`config.mk`:
```
export PLATFORM = sky130hd
export DESIGN_NAME = line_pixel_rasterizer
export DESIGN_NICKNAME = d
export VERILOG_FILES = /design/src/hdl/lpr_pkg.sv /design/src/hdl/line_pixel_rasterizer.sv /design/src/hdl/lpr_front.sv /design/src/hdl/lpr_queue.sv /design/src/hdl/lpr_back.sv
export SDC_FILE = /design/constraint.sdc
export NUM_CORES = 1
export LEC_CHECK = 0
export BUFFER_PORTS_ARGS = -buffer_cell sky130_fd_sc_hd__buf_2
export CORE_ASPECT_RATIO = 1.1
export CORE_UTILIZATION = 60
export CTS_CLUSTER_DIAMETER = 80
export DETAILED_ROUTE_END_ITERATION = 10
export PLACE_DENSITY_LB_ADDON = 0.12
export RECOVER_POWER = 50
export SLEW_MARGIN = 10
export SYNTH_ARGS = -nofsm -noshare
export SYNTH_HDL_FRONTEND = slang
export SYNTH_SLANG_ARGS = --single-unit
```
`constraint.sdc`:
```
create_clock -name clk_i -period 21.8 [get_ports clk_i]
set_input_delay 1.09 -clock clk_i [delete_from_list [all_inputs] [get_ports clk_i]]
set_output_delay 1.09 -clock clk_i [all_outputs]
set_load 0.005 [all_outputs]
```
`src/hdl/lpr_pkg.sv`:
```
// ----------------------------------------------------------------------------
// lpr_pkg: shared types and constants of the line pixel rasterizer
// Item layouts, command records passed from front to back, config registers.
// ----------------------------------------------------------------------------
package lpr_pkg;

  localparam int COORD_BITS = 10;
  localparam int DIM_BITS   = 11;
  localparam int ADDR_BITS  = 32;
  localparam int COLOR_BITS = 32;
  localparam int DELTA_BITS = COORD_BITS + 1;
  localparam int ERR_BITS   = COORD_BITS + 3;
  localparam int CMP_BITS   = (COORD_BITS > DIM_BITS) ? COORD_BITS : DIM_BITS;
  localparam int PROD_BITS  = COORD_BITS + DIM_BITS;
  localparam int IDX_BITS   = PROD_BITS + 1;

  localparam int QDEPTH     = 2;
  localparam int QPTR_BITS  = $clog2(QDEPTH);
  localparam int QCNT_BITS  = QPTR_BITS + 1;

  localparam int CFG_IDX_BITS = 2;

  typedef enum logic [CFG_IDX_BITS-1:0] {
    REG_FRAME_BASE    = 2'd0,
    REG_SCREEN_WIDTH  = 2'd1,
    REG_SCREEN_HEIGHT = 2'd2
  } cfg_reg_e;

  typedef enum logic [1:0] {
    ST_OK     = 2'd0,
    ST_REJECT = 2'd1,
    ST_IDLE   = 2'd2
  } status_e;

  typedef enum logic [1:0] {
    MODE_HORIZ = 2'd0,
    MODE_VERT  = 2'd1,
    MODE_DIAG  = 2'd2
  } mode_e;

  typedef enum logic [1:0] {
    CMD_ADVANCE = 2'd0,
    CMD_START   = 2'd1,
    CMD_REJECT  = 2'd2
  } cmd_e;

  typedef struct packed {
    logic                  req_type;
    logic [COORD_BITS-1:0] start_x;
    logic [COORD_BITS-1:0] start_y;
    logic [COORD_BITS-1:0] stop_x;
    logic [COORD_BITS-1:0] stop_y;
    logic [COLOR_BITS-1:0] line_color;
  } in_item_t;

  typedef struct packed {
    status_e               status;
    logic [COORD_BITS-1:0] pixel_x;
    logic [COORD_BITS-1:0] pixel_y;
    logic [ADDR_BITS-1:0]  pixel_addr;
    logic [COLOR_BITS-1:0] pixel_color;
    logic                  last;
    logic                  write_valid;
  } out_item_t;

  typedef struct packed {
    logic [ADDR_BITS-1:0] frame_base;
    logic [DIM_BITS-1:0]  screen_width;
    logic [DIM_BITS-1:0]  screen_height;
  } cfg_t;

  typedef struct packed {
    cmd_e                         kind;
    mode_e                        mode;
    logic [COORD_BITS-1:0]        cur_col;
    logic [COORD_BITS-1:0]        cur_row;
    logic [COORD_BITS-1:0]        end_col;
    logic [COORD_BITS-1:0]        end_row;
    logic [DELTA_BITS-1:0]        delta_col;
    logic [DELTA_BITS-1:0]        delta_row;
    logic                         dir_col;
    logic                         dir_row;
    logic signed [ERR_BITS-1:0]   err;
    logic [COLOR_BITS-1:0]        color;
  } cmd_t;

endpackage

```
`src/hdl/line_pixel_rasterizer.sv`:
```
// ----------------------------------------------------------------------------
// line_pixel_rasterizer: Bresenham line to frame-buffer pixel writes
// Path: item acceptance, then the queue, then the walker output register.
// Throughput: one item per cycle while the output is not stalled; the
// walker's single error update and the row*width address multiply are
// combinational.
// Reset: no line active, queue and output empty, config at its reset values.
// ----------------------------------------------------------------------------
module line_pixel_rasterizer (
  input  logic                                clk_i,
  input  logic                                rst_ni,
  input  logic                                in_valid_i,
  output logic                                in_ready_o,
  input  lpr_pkg::in_item_t                   in_item_i,
  output logic                                out_valid_o,
  input  logic                                out_ready_i,
  output lpr_pkg::out_item_t                  out_item_o,
  input  logic                                cfg_we_i,
  input  logic [lpr_pkg::CFG_IDX_BITS-1:0]    cfg_idx_i,
  input  logic [lpr_pkg::ADDR_BITS-1:0]       cfg_data_i
);
  import lpr_pkg::*;

  cfg_t cfg_q;
  logic q_full, push, q_valid, pop;
  cmd_t front_cmd, q_cmd;

  always_ff @(posedge clk_i or negedge rst_ni) begin
    if (!rst_ni) begin
      cfg_q.frame_base    <= 32'hC000_0000;
      cfg_q.screen_width  <= DIM_BITS'(800);
      cfg_q.screen_height <= DIM_BITS'(480);
    end else if (cfg_we_i) begin
      case (cfg_idx_i)
        REG_FRAME_BASE:    cfg_q.frame_base    <= cfg_data_i;
        REG_SCREEN_WIDTH:  cfg_q.screen_width  <= cfg_data_i[DIM_BITS-1:0];
        REG_SCREEN_HEIGHT: cfg_q.screen_height <= cfg_data_i[DIM_BITS-1:0];
        default: ;
      endcase
    end
  end

  lpr_front u_front (
    .in_valid_i (in_valid_i),
    .in_ready_o (in_ready_o),
    .in_item_i  (in_item_i),
    .cfg_i      (cfg_q),
    .q_full_i   (q_full),
    .push_o     (push),
    .cmd_o      (front_cmd)
  );

  lpr_queue u_queue (
    .clk_i   (clk_i),
    .rst_ni  (rst_ni),
    .push_i  (push),
    .cmd_i   (front_cmd),
    .full_o  (q_full),
    .pop_i   (pop),
    .valid_o (q_valid),
    .cmd_o   (q_cmd)
  );

  lpr_back u_back (
    .clk_i       (clk_i),
    .rst_ni      (rst_ni),
    .cfg_i       (cfg_q),
    .cmd_valid_i (q_valid),
    .cmd_i       (q_cmd),
    .pop_o       (pop),
    .out_valid_o (out_valid_o),
    .out_ready_i (out_ready_i),
    .out_item_o  (out_item_o)
  );

endmodule

```
`src/hdl/lpr_front.sv`:
```
// ----------------------------------------------------------------------------
// lpr_front: input acceptance and classification
// Range-checks start items and precomputes walk mode, deltas and error term.
// ----------------------------------------------------------------------------
module lpr_front (
  input  logic             in_valid_i,
  output logic             in_ready_o,
  input  lpr_pkg::in_item_t in_item_i,
  input  lpr_pkg::cfg_t    cfg_i,
  input  logic             q_full_i,
  output logic             push_o,
  output lpr_pkg::cmd_t    cmd_o
);
  import lpr_pkg::*;

  logic [COORD_BITS-1:0] x1, y1, x2, y2, dc, dr;
  logic                  x_lt, y_lt, reject;

  assign x1 = in_item_i.start_x;
  assign y1 = in_item_i.start_y;
  assign x2 = in_item_i.stop_x;
  assign y2 = in_item_i.stop_y;

  assign x_lt = x1 < x2;
  assign y_lt = y1 < y2;
  assign dc   = x_lt ? (x2 - x1) : (x1 - x2);
  assign dr   = y_lt ? (y2 - y1) : (y1 - y2);

  assign reject = (CMP_BITS'(x1) >= CMP_BITS'(cfg_i.screen_width))  ||
                  (CMP_BITS'(x2) >= CMP_BITS'(cfg_i.screen_width))  ||
                  (CMP_BITS'(y1) >= CMP_BITS'(cfg_i.screen_height)) ||
                  (CMP_BITS'(y2) >= CMP_BITS'(cfg_i.screen_height));

  assign in_ready_o = !q_full_i;
  assign push_o     = in_valid_i && !q_full_i;

  always_comb begin
    cmd_o           = '0;
    cmd_o.kind      = CMD_ADVANCE;
    cmd_o.mode      = MODE_HORIZ;
    cmd_o.delta_col = DELTA_BITS'(dc);
    cmd_o.delta_row = DELTA_BITS'(dr);
    cmd_o.dir_col   = !x_lt;
    cmd_o.dir_row   = !y_lt;
    cmd_o.err       = $signed(ERR_BITS'(dc)) - $signed(ERR_BITS'(dr));
    cmd_o.color     = in_item_i.line_color;
    cmd_o.cur_col   = x1;
    cmd_o.cur_row   = y1;
    cmd_o.end_col   = x2;
    cmd_o.end_row   = y2;
    if (!in_item_i.req_type) begin
      if (reject) begin
        cmd_o.kind = CMD_REJECT;
      end else begin
        cmd_o.kind = CMD_START;
        if (y1 == y2) begin
          cmd_o.mode    = MODE_HORIZ;
          cmd_o.cur_col = x_lt ? x1 : x2;
          cmd_o.end_col = x_lt ? x2 : x1;
          cmd_o.end_row = y1;
        end else if (x1 == x2) begin
          cmd_o.mode    = MODE_VERT;
          cmd_o.cur_row = y_lt ? y1 : y2;
          cmd_o.end_row = y_lt ? y2 : y1;
          cmd_o.end_col = x1;
        end else begin
          cmd_o.mode = MODE_DIAG;
        end
      end
    end
  end

endmodule

```
`src/hdl/lpr_queue.sv`:
```
// ----------------------------------------------------------------------------
// lpr_queue: short command queue between front and back
// Two entries; push and pop may happen in the same cycle.
// ----------------------------------------------------------------------------
module lpr_queue (
  input  logic          clk_i,
  input  logic          rst_ni,
  input  logic          push_i,
  input  lpr_pkg::cmd_t cmd_i,
  output logic          full_o,
  input  logic          pop_i,
  output logic          valid_o,
  output lpr_pkg::cmd_t cmd_o
);
  import lpr_pkg::*;

  cmd_t                 mem_q [QDEPTH];
  logic [QPTR_BITS-1:0] wr_ptr_q, wr_ptr_d, rd_ptr_q, rd_ptr_d;
  logic [QCNT_BITS-1:0] cnt_q, cnt_d;
  logic                 do_pop;

  assign full_o  = cnt_q == QCNT_BITS'(QDEPTH);
  assign valid_o = cnt_q != '0;
  assign cmd_o   = mem_q[rd_ptr_q];
  assign do_pop  = pop_i && valid_o;

  always_comb begin
    wr_ptr_d = wr_ptr_q;
    rd_ptr_d = rd_ptr_q;
    cnt_d    = cnt_q;
    if (push_i) begin
      wr_ptr_d = (wr_ptr_q == QPTR_BITS'(QDEPTH - 1)) ? '0 : wr_ptr_q + 1'b1;
    end
    if (do_pop) begin
      rd_ptr_d = (rd_ptr_q == QPTR_BITS'(QDEPTH - 1)) ? '0 : rd_ptr_q + 1'b1;
    end
    if (push_i && !do_pop) begin
      cnt_d = cnt_q + 1'b1;
    end else if (!push_i && do_pop) begin
      cnt_d = cnt_q - 1'b1;
    end
  end

  always_ff @(posedge clk_i or negedge rst_ni) begin
    if (!rst_ni) begin
      wr_ptr_q <= '0;
      rd_ptr_q <= '0;
      cnt_q    <= '0;
    end else begin
      wr_ptr_q <= wr_ptr_d;
      rd_ptr_q <= rd_ptr_d;
      cnt_q    <= cnt_d;
    end
  end

  always_ff @(posedge clk_i) begin
    if (push_i) begin
      mem_q[wr_ptr_q] <= cmd_i;
    end
  end

endmodule

```
`src/hdl/lpr_back.sv`:
```
// ----------------------------------------------------------------------------
// lpr_back: line walker and output register
// Holds the active line, runs the Bresenham step and the pixel address.
// ----------------------------------------------------------------------------
module lpr_back (
  input  logic               clk_i,
  input  logic               rst_ni,
  input  lpr_pkg::cfg_t      cfg_i,
  input  logic               cmd_valid_i,
  input  lpr_pkg::cmd_t      cmd_i,
  output logic               pop_o,
  output logic               out_valid_o,
  input  logic               out_ready_i,
  output lpr_pkg::out_item_t out_item_o
);
  import lpr_pkg::*;

  logic                       active_q, active_d;
  mode_e                      mode_q, mode_d;
  logic [COORD_BITS-1:0]      cur_col_q, cur_col_d, cur_row_q, cur_row_d;
  logic [COORD_BITS-1:0]      end_col_q, end_col_d, end_row_q, end_row_d;
  logic [DELTA_BITS-1:0]      dcol_q, dcol_d, drow_q, drow_d;
  logic                       dir_col_q, dir_col_d, dir_row_q, dir_row_d;
  logic signed [ERR_BITS-1:0] err_q, err_d;
  logic [COLOR_BITS-1:0]      color_q, color_d;
  logic                       out_valid_q, out_valid_d;
  out_item_t                  out_q, out_d;

  logic [PROD_BITS-1:0]       prod;
  logic [IDX_BITS-1:0]        pix_idx;
  logic [ADDR_BITS-1:0]       addr;
  logic signed [ERR_BITS:0]   e2, dc_s, dr_s, err_n;
  logic                       fin, step_col, step_row;

  assign pop_o       = cmd_valid_i && (!out_valid_q || out_ready_i);
  assign out_valid_o = out_valid_q;
  assign out_item_o  = out_q;

  assign prod    = PROD_BITS'(cur_row_q) * PROD_BITS'(cfg_i.screen_width);
  assign pix_idx = IDX_BITS'(prod) + IDX_BITS'(cur_col_q);
  assign addr    = cfg_i.frame_base + ADDR_BITS'({pix_idx, 2'b00});
  assign fin     = (cur_col_q == end_col_q) && (cur_row_q == end_row_q);

  assign e2       = {err_q, 1'b0};
  assign dc_s     = $signed((ERR_BITS+1)'(dcol_q));
  assign dr_s     = $signed((ERR_BITS+1)'(drow_q));
  assign step_col = e2 > -dr_s;
  assign step_row = e2 < dc_s;
  assign err_n    = (ERR_BITS+1)'(err_q) - (step_col ? dr_s : '0) + (step_row ? dc_s : '0);

  always_comb begin
    active_d  = active_q;
    mode_d    = mode_q;
    cur_col_d = cur_col_q;
    cur_row_d = cur_row_q;
    end_col_d = end_col_q;
    end_row_d = end_row_q;
    dcol_d    = dcol_q;
    drow_d    = drow_q;
    dir_col_d = dir_col_q;
    dir_row_d = dir_row_q;
    err_d     = err_q;
    color_d   = color_q;
    out_d     = out_q;
    out_valid_d = out_valid_q && !out_ready_i;
    if (pop_o) begin
      out_valid_d = 1'b1;
      out_d       = '0;
      out_d.status = ST_OK;
      case (cmd_i.kind)
        CMD_REJECT: begin
          active_d     = 1'b0;
          out_d.status = ST_REJECT;
        end
        CMD_START: begin
          active_d  = 1'b1;
          mode_d    = cmd_i.mode;
          cur_col_d = cmd_i.cur_col;
          cur_row_d = cmd_i.cur_row;
          end_col_d = cmd_i.end_col;
          end_row_d = cmd_i.end_row;
          dcol_d    = cmd_i.delta_col;
          drow_d    = cmd_i.delta_row;
          dir_col_d = cmd_i.dir_col;
          dir_row_d = cmd_i.dir_row;
          err_d     = cmd_i.err;
          color_d   = cmd_i.color;
        end
        CMD_ADVANCE: begin
          if (!active_q) begin
            out_d.status = ST_IDLE;
          end else begin
            out_d.pixel_x     = cur_col_q;
            out_d.pixel_y     = cur_row_q;
            out_d.pixel_addr  = addr;
            out_d.pixel_color = color_q;
            out_d.last        = fin;
            out_d.write_valid = 1'b1;
            if (fin) begin
              active_d = 1'b0;
            end else begin
              case (mode_q)
                MODE_HORIZ: cur_col_d = cur_col_q + 1'b1;
                MODE_VERT:  cur_row_d = cur_row_q + 1'b1;
                default: begin
                  err_d = ERR_BITS'(err_n);
                  if (step_col) begin
                    cur_col_d = dir_col_q ? cur_col_q - 1'b1 : cur_col_q + 1'b1;
                  end
                  if (step_row) begin
                    cur_row_d = dir_row_q ? cur_row_q - 1'b1 : cur_row_q + 1'b1;
                  end
                end
              endcase
            end
          end
        end
        default: begin
          out_d.status = ST_IDLE;
        end
      endcase
    end
  end

  always_ff @(posedge clk_i or negedge rst_ni) begin
    if (!rst_ni) begin
      active_q    <= 1'b0;
      out_valid_q <= 1'b0;
    end else begin
      active_q    <= active_d;
      out_valid_q <= out_valid_d;
    end
  end

  always_ff @(posedge clk_i) begin
    mode_q    <= mode_d;
    cur_col_q <= cur_col_d;
    cur_row_q <= cur_row_d;
    end_col_q <= end_col_d;
    end_row_q <= end_row_d;
    dcol_q    <= dcol_d;
    drow_q    <= drow_d;
    dir_col_q <= dir_col_d;
    dir_row_q <= dir_row_d;
    err_q     <= err_d;
    color_q   <= color_d;
    out_q     <= out_d;
  end

endmodule

```
==> flow_summary.yaml <==
logic_synthesis:
  synthTopCellsByArea: "sky130_fd_sc_hd__edfxtp_1 (44%), sky130_fd_sc_hd__ha_1 (9.6%), sky130_fd_sc_hd__fa_1 (6.9%)"
  synth_top_cell_area_share_pct: 44.05
  synth_top_cell_by_area: "sky130_fd_sc_hd__edfxtp_1"
  dominantRegCellSynth: "sky130_fd_sc_hd__edfxtp_1"
  net_count_of_the_mapped_netlist: 2773
  avgSynthCellArea_sq_um: 12.05
  ys_seq_elements: 475
  post_synth_inst_count: 2347
  number_of_enable_flip_flop_cells_after_synthesis: 415
  post_synth_instance_area_sq_mm: 0.02829
  sequential_to_total_area_share_from_yosys_stat_pct: 49.40
  yosys_warnings: 0
  synthArstFlopShare_pct: 12.63
  yosys.cell_count.top_type: "sky130_fd_sc_hd__edfxtp_1"
  synthDistinctLibCells: 77
  synth.top_cells.by_count: "sky130_fd_sc_hd__edfxtp_1 (415), sky130_fd_sc_hd__inv_1 (270), sky130_fd_sc_hd__ha_1 (217)"
critical_path:
  crit_buf_inv: 5
  crit_path_max_delay_cell_type: "sky130_fd_sc_hd__edfxtp_1"
  critical_path_class: "flip-flop to flip-flop"
  cp.arrival_ns: 8.37
  cpLargestDelayFamily: "adder cells"
  cp-end-kind: "flip-flop"
  crit_fanout: 20
  start_kind: "flip-flop"
  required_ns: 22.16
  critical_path.max_stage_delay_ns: 0.82
clocking:
  clk_latency_ns: 0.62
  count_of_clock_tree_sinks: 475
  postCtsSetupBuffers: 0
  worst_setup_hold_path_clk_slew_ns: 0.06
  cts_buffers: 49
  max-clock-path-buffers: 3
  ctsHtreeMaxLevel: 2
  cts_tree: "yes"
  post_cts_sizing_count: 0
  cts_hold_buffers: 0
  root_buffer: "sky130_fd_sc_hd__clkbuf_16"
floorplanning:
  core_area_sq_mm: 0.04663
  die_y_microns: 229.7
  floorplan.io_pins: 202
  floorplan.die_area_sq_mm: 0.04802
  placement_rows: 83
  initial_core_util_pct: 60.67
  die_width_microns: 209.0
sta:
  finalClockSkew_ns: 0.02496
  final_period_utilization_pct: 36.71
  hold_violations: 0
  period_needed_ns: 8.002
  fmaxAchievable_mhz: 125.0
  timing.max_slew.rel_slack_pct: -177.8
  rsz0062_at_grt: "false"
  final_critical_path_setup_slack_ns: 13.80
  timing.final.setup_violations: 0
  actual_slew_at_the_worst_max_slew_pin_ns: 4.167
  timing.final.max_slew_violations: 387
  totalNegativeSetupSlack_ns: 0
drt:
  drtPass1Iterations: 5
  drt_drc_violations_left: 0
  drt.antenna.violating_nets: 0
  via_per_inst: 5.784
  wirelength_microns: 66460
  detailedRoute.firstIterationViolations: 1273
  drt-wirelength-per-cell_microns: 20.92
  routed-via-count: 18370
finish:
  layout-drive-gt1-share_pct: 14.81
  layout.filler_cells: 3553
  final_cells: 3176
  areaGrowthSynthToFinish_pct: 11.20
  nNetsFinal: 2966
  finish.utilization_pct: 67.46
global_route:
  grt_pass1_wl_microns: 103600
  grt_start_max_net_pins: 78
  globalRoute.totalOverflow: 0
  grt.total_usage_pct: 28.23
  number_of_antenna_violations_at_the_first_check_in_global_routing: 2
  grt_pass1_vias: 18630
place:
  gp_congestion: 0.9165
  place.detailed.hpwl_microns: 50450
  placement.io_buffers: 201
  dp_worst_setup_slack_ns: 13.83
  dp.cells: 3084
outcome:
  run_status: "finished, violations left"
  violations: "capacitance limit, slew limit"
worst_hold_path:
  holdCritPathClass: "flip-flop to flip-flop"
job:
  max-cap-violations: 8
## placed cells by master (no fill, tap or decap), types with 72 or more instances in the layout
| cell | n |
|---|---|
| sky130_fd_sc_hd__o21ai_0 | 76 |
| sky130_fd_sc_hd__edfxtp_1 | 415 |
| sky130_fd_sc_hd__mux2i_1 | 81 |
| sky130_fd_sc_hd__mux2_2 | 135 |
| sky130_fd_sc_hd__nor2_1 | 100 |
| sky130_fd_sc_hd__nand2_1 | 139 |
| sky130_fd_sc_hd__a21oi_1 | 90 |
| sky130_fd_sc_hd__fa_1 | 97 |
| sky130_fd_sc_hd__xnor2_1 | 72 |
| sky130_fd_sc_hd__and2_1 | 112 |
| sky130_fd_sc_hd__clkbuf_1 | 87 |
| sky130_fd_sc_hd__buf_2 | 125 |
| sky130_fd_sc_hd__ha_1 | 217 |
| sky130_fd_sc_hd__inv_1 | 269 |
## final timing paths
kind                                           from                     to  slack [ns]  cells after the start
worst max-delay path            u_back.cur_row_q[2]  u_back.out_item_o[64]       13.80                     29
worst min-delay path                      cfg_q[22]              cfg_q[22]        0.50                      1
worst max register to register  u_back.cur_row_q[2]  u_back.out_item_o[64]       13.80                     29
worst min register to register            cfg_q[22]              cfg_q[22]        0.50                      1
max in group asynchronous                    rst_ni               cfg_q[3]       18.16                      2
min in group asynchronous                    rst_ni              cfg_q[45]        1.72                      2
## layer usage
layer | vias up | part of all wire (%) | track usage, %
met3 | 100 | 5.6 | 4.616
met4 | 2 | 3.3 | 9.559
met1 | 9086 | 42 | 37.21
met5 | - | 0.021 | 0
met2 | 521 | 49 | 47.55
li1 | 8660 | - | -
## area by class of cell
cell class              count  area (sq um)  share of cell area [%]
flip-flops and latches    475         13970                   44.42
multi-input cells        1526         12990                   41.29
clock buffers              67          1415                   4.498
inverters                 271          1018                   3.238
repair buffers            217          1012                   3.218
well taps                 595         744.5                   2.367
clock inverters            24         300.3                  0.9546
diodes                      1         2.502                0.007955
## registers in the layout (all words and copies together) (netlist names)
register            flops
u_queue.mem_q         218
u_back.out_item_o      88
cfg_q                  54
u_back.color_q         32
u_back.err_q           13
u_back.cur_col_q       10
u_back.cur_row_q       10
u_back.dcol_q          10
u_back.drow_q          10
u_back.end_col_q       10
u_back.end_row_q       10
u_back.mode_q           2
u_queue.cnt_q           2
u_back.active_q         1
u_back.dir_col_q        1
u_back.dir_row_q        1
u_back.out_valid_o      1
u_queue.rd_ptr_q        1
u_queue.wr_ptr_q        1
## cell families after synthesis
group,after synthesis,synth area share [%]
muxes,223,8.519
DFF,475,49.40
and+or+nand+nor,536,9.704
xor gates and xnor gates,115,3.561
buffers and inverters,346,4.671
AOI/OAI and AO/OA,338,7.683
adders and majority gates,314,16.46
## stage by stage
step | hold slack (ns) | cell area [sq um]
6_report | 0.5043 | 31460
2_1_floorplan | 0.4608 | 28290
3_5_place_dp | 0.4914 | 29890
3_3_place_gp | 0.4808 | 29890
4_1_cts | 0.5046 | 31610
5_1_grt | 0.5203 | 31460
Power is not shown: default switching activity piles up to over one toggle a cycle in this logic, so the estimate is an artifact.
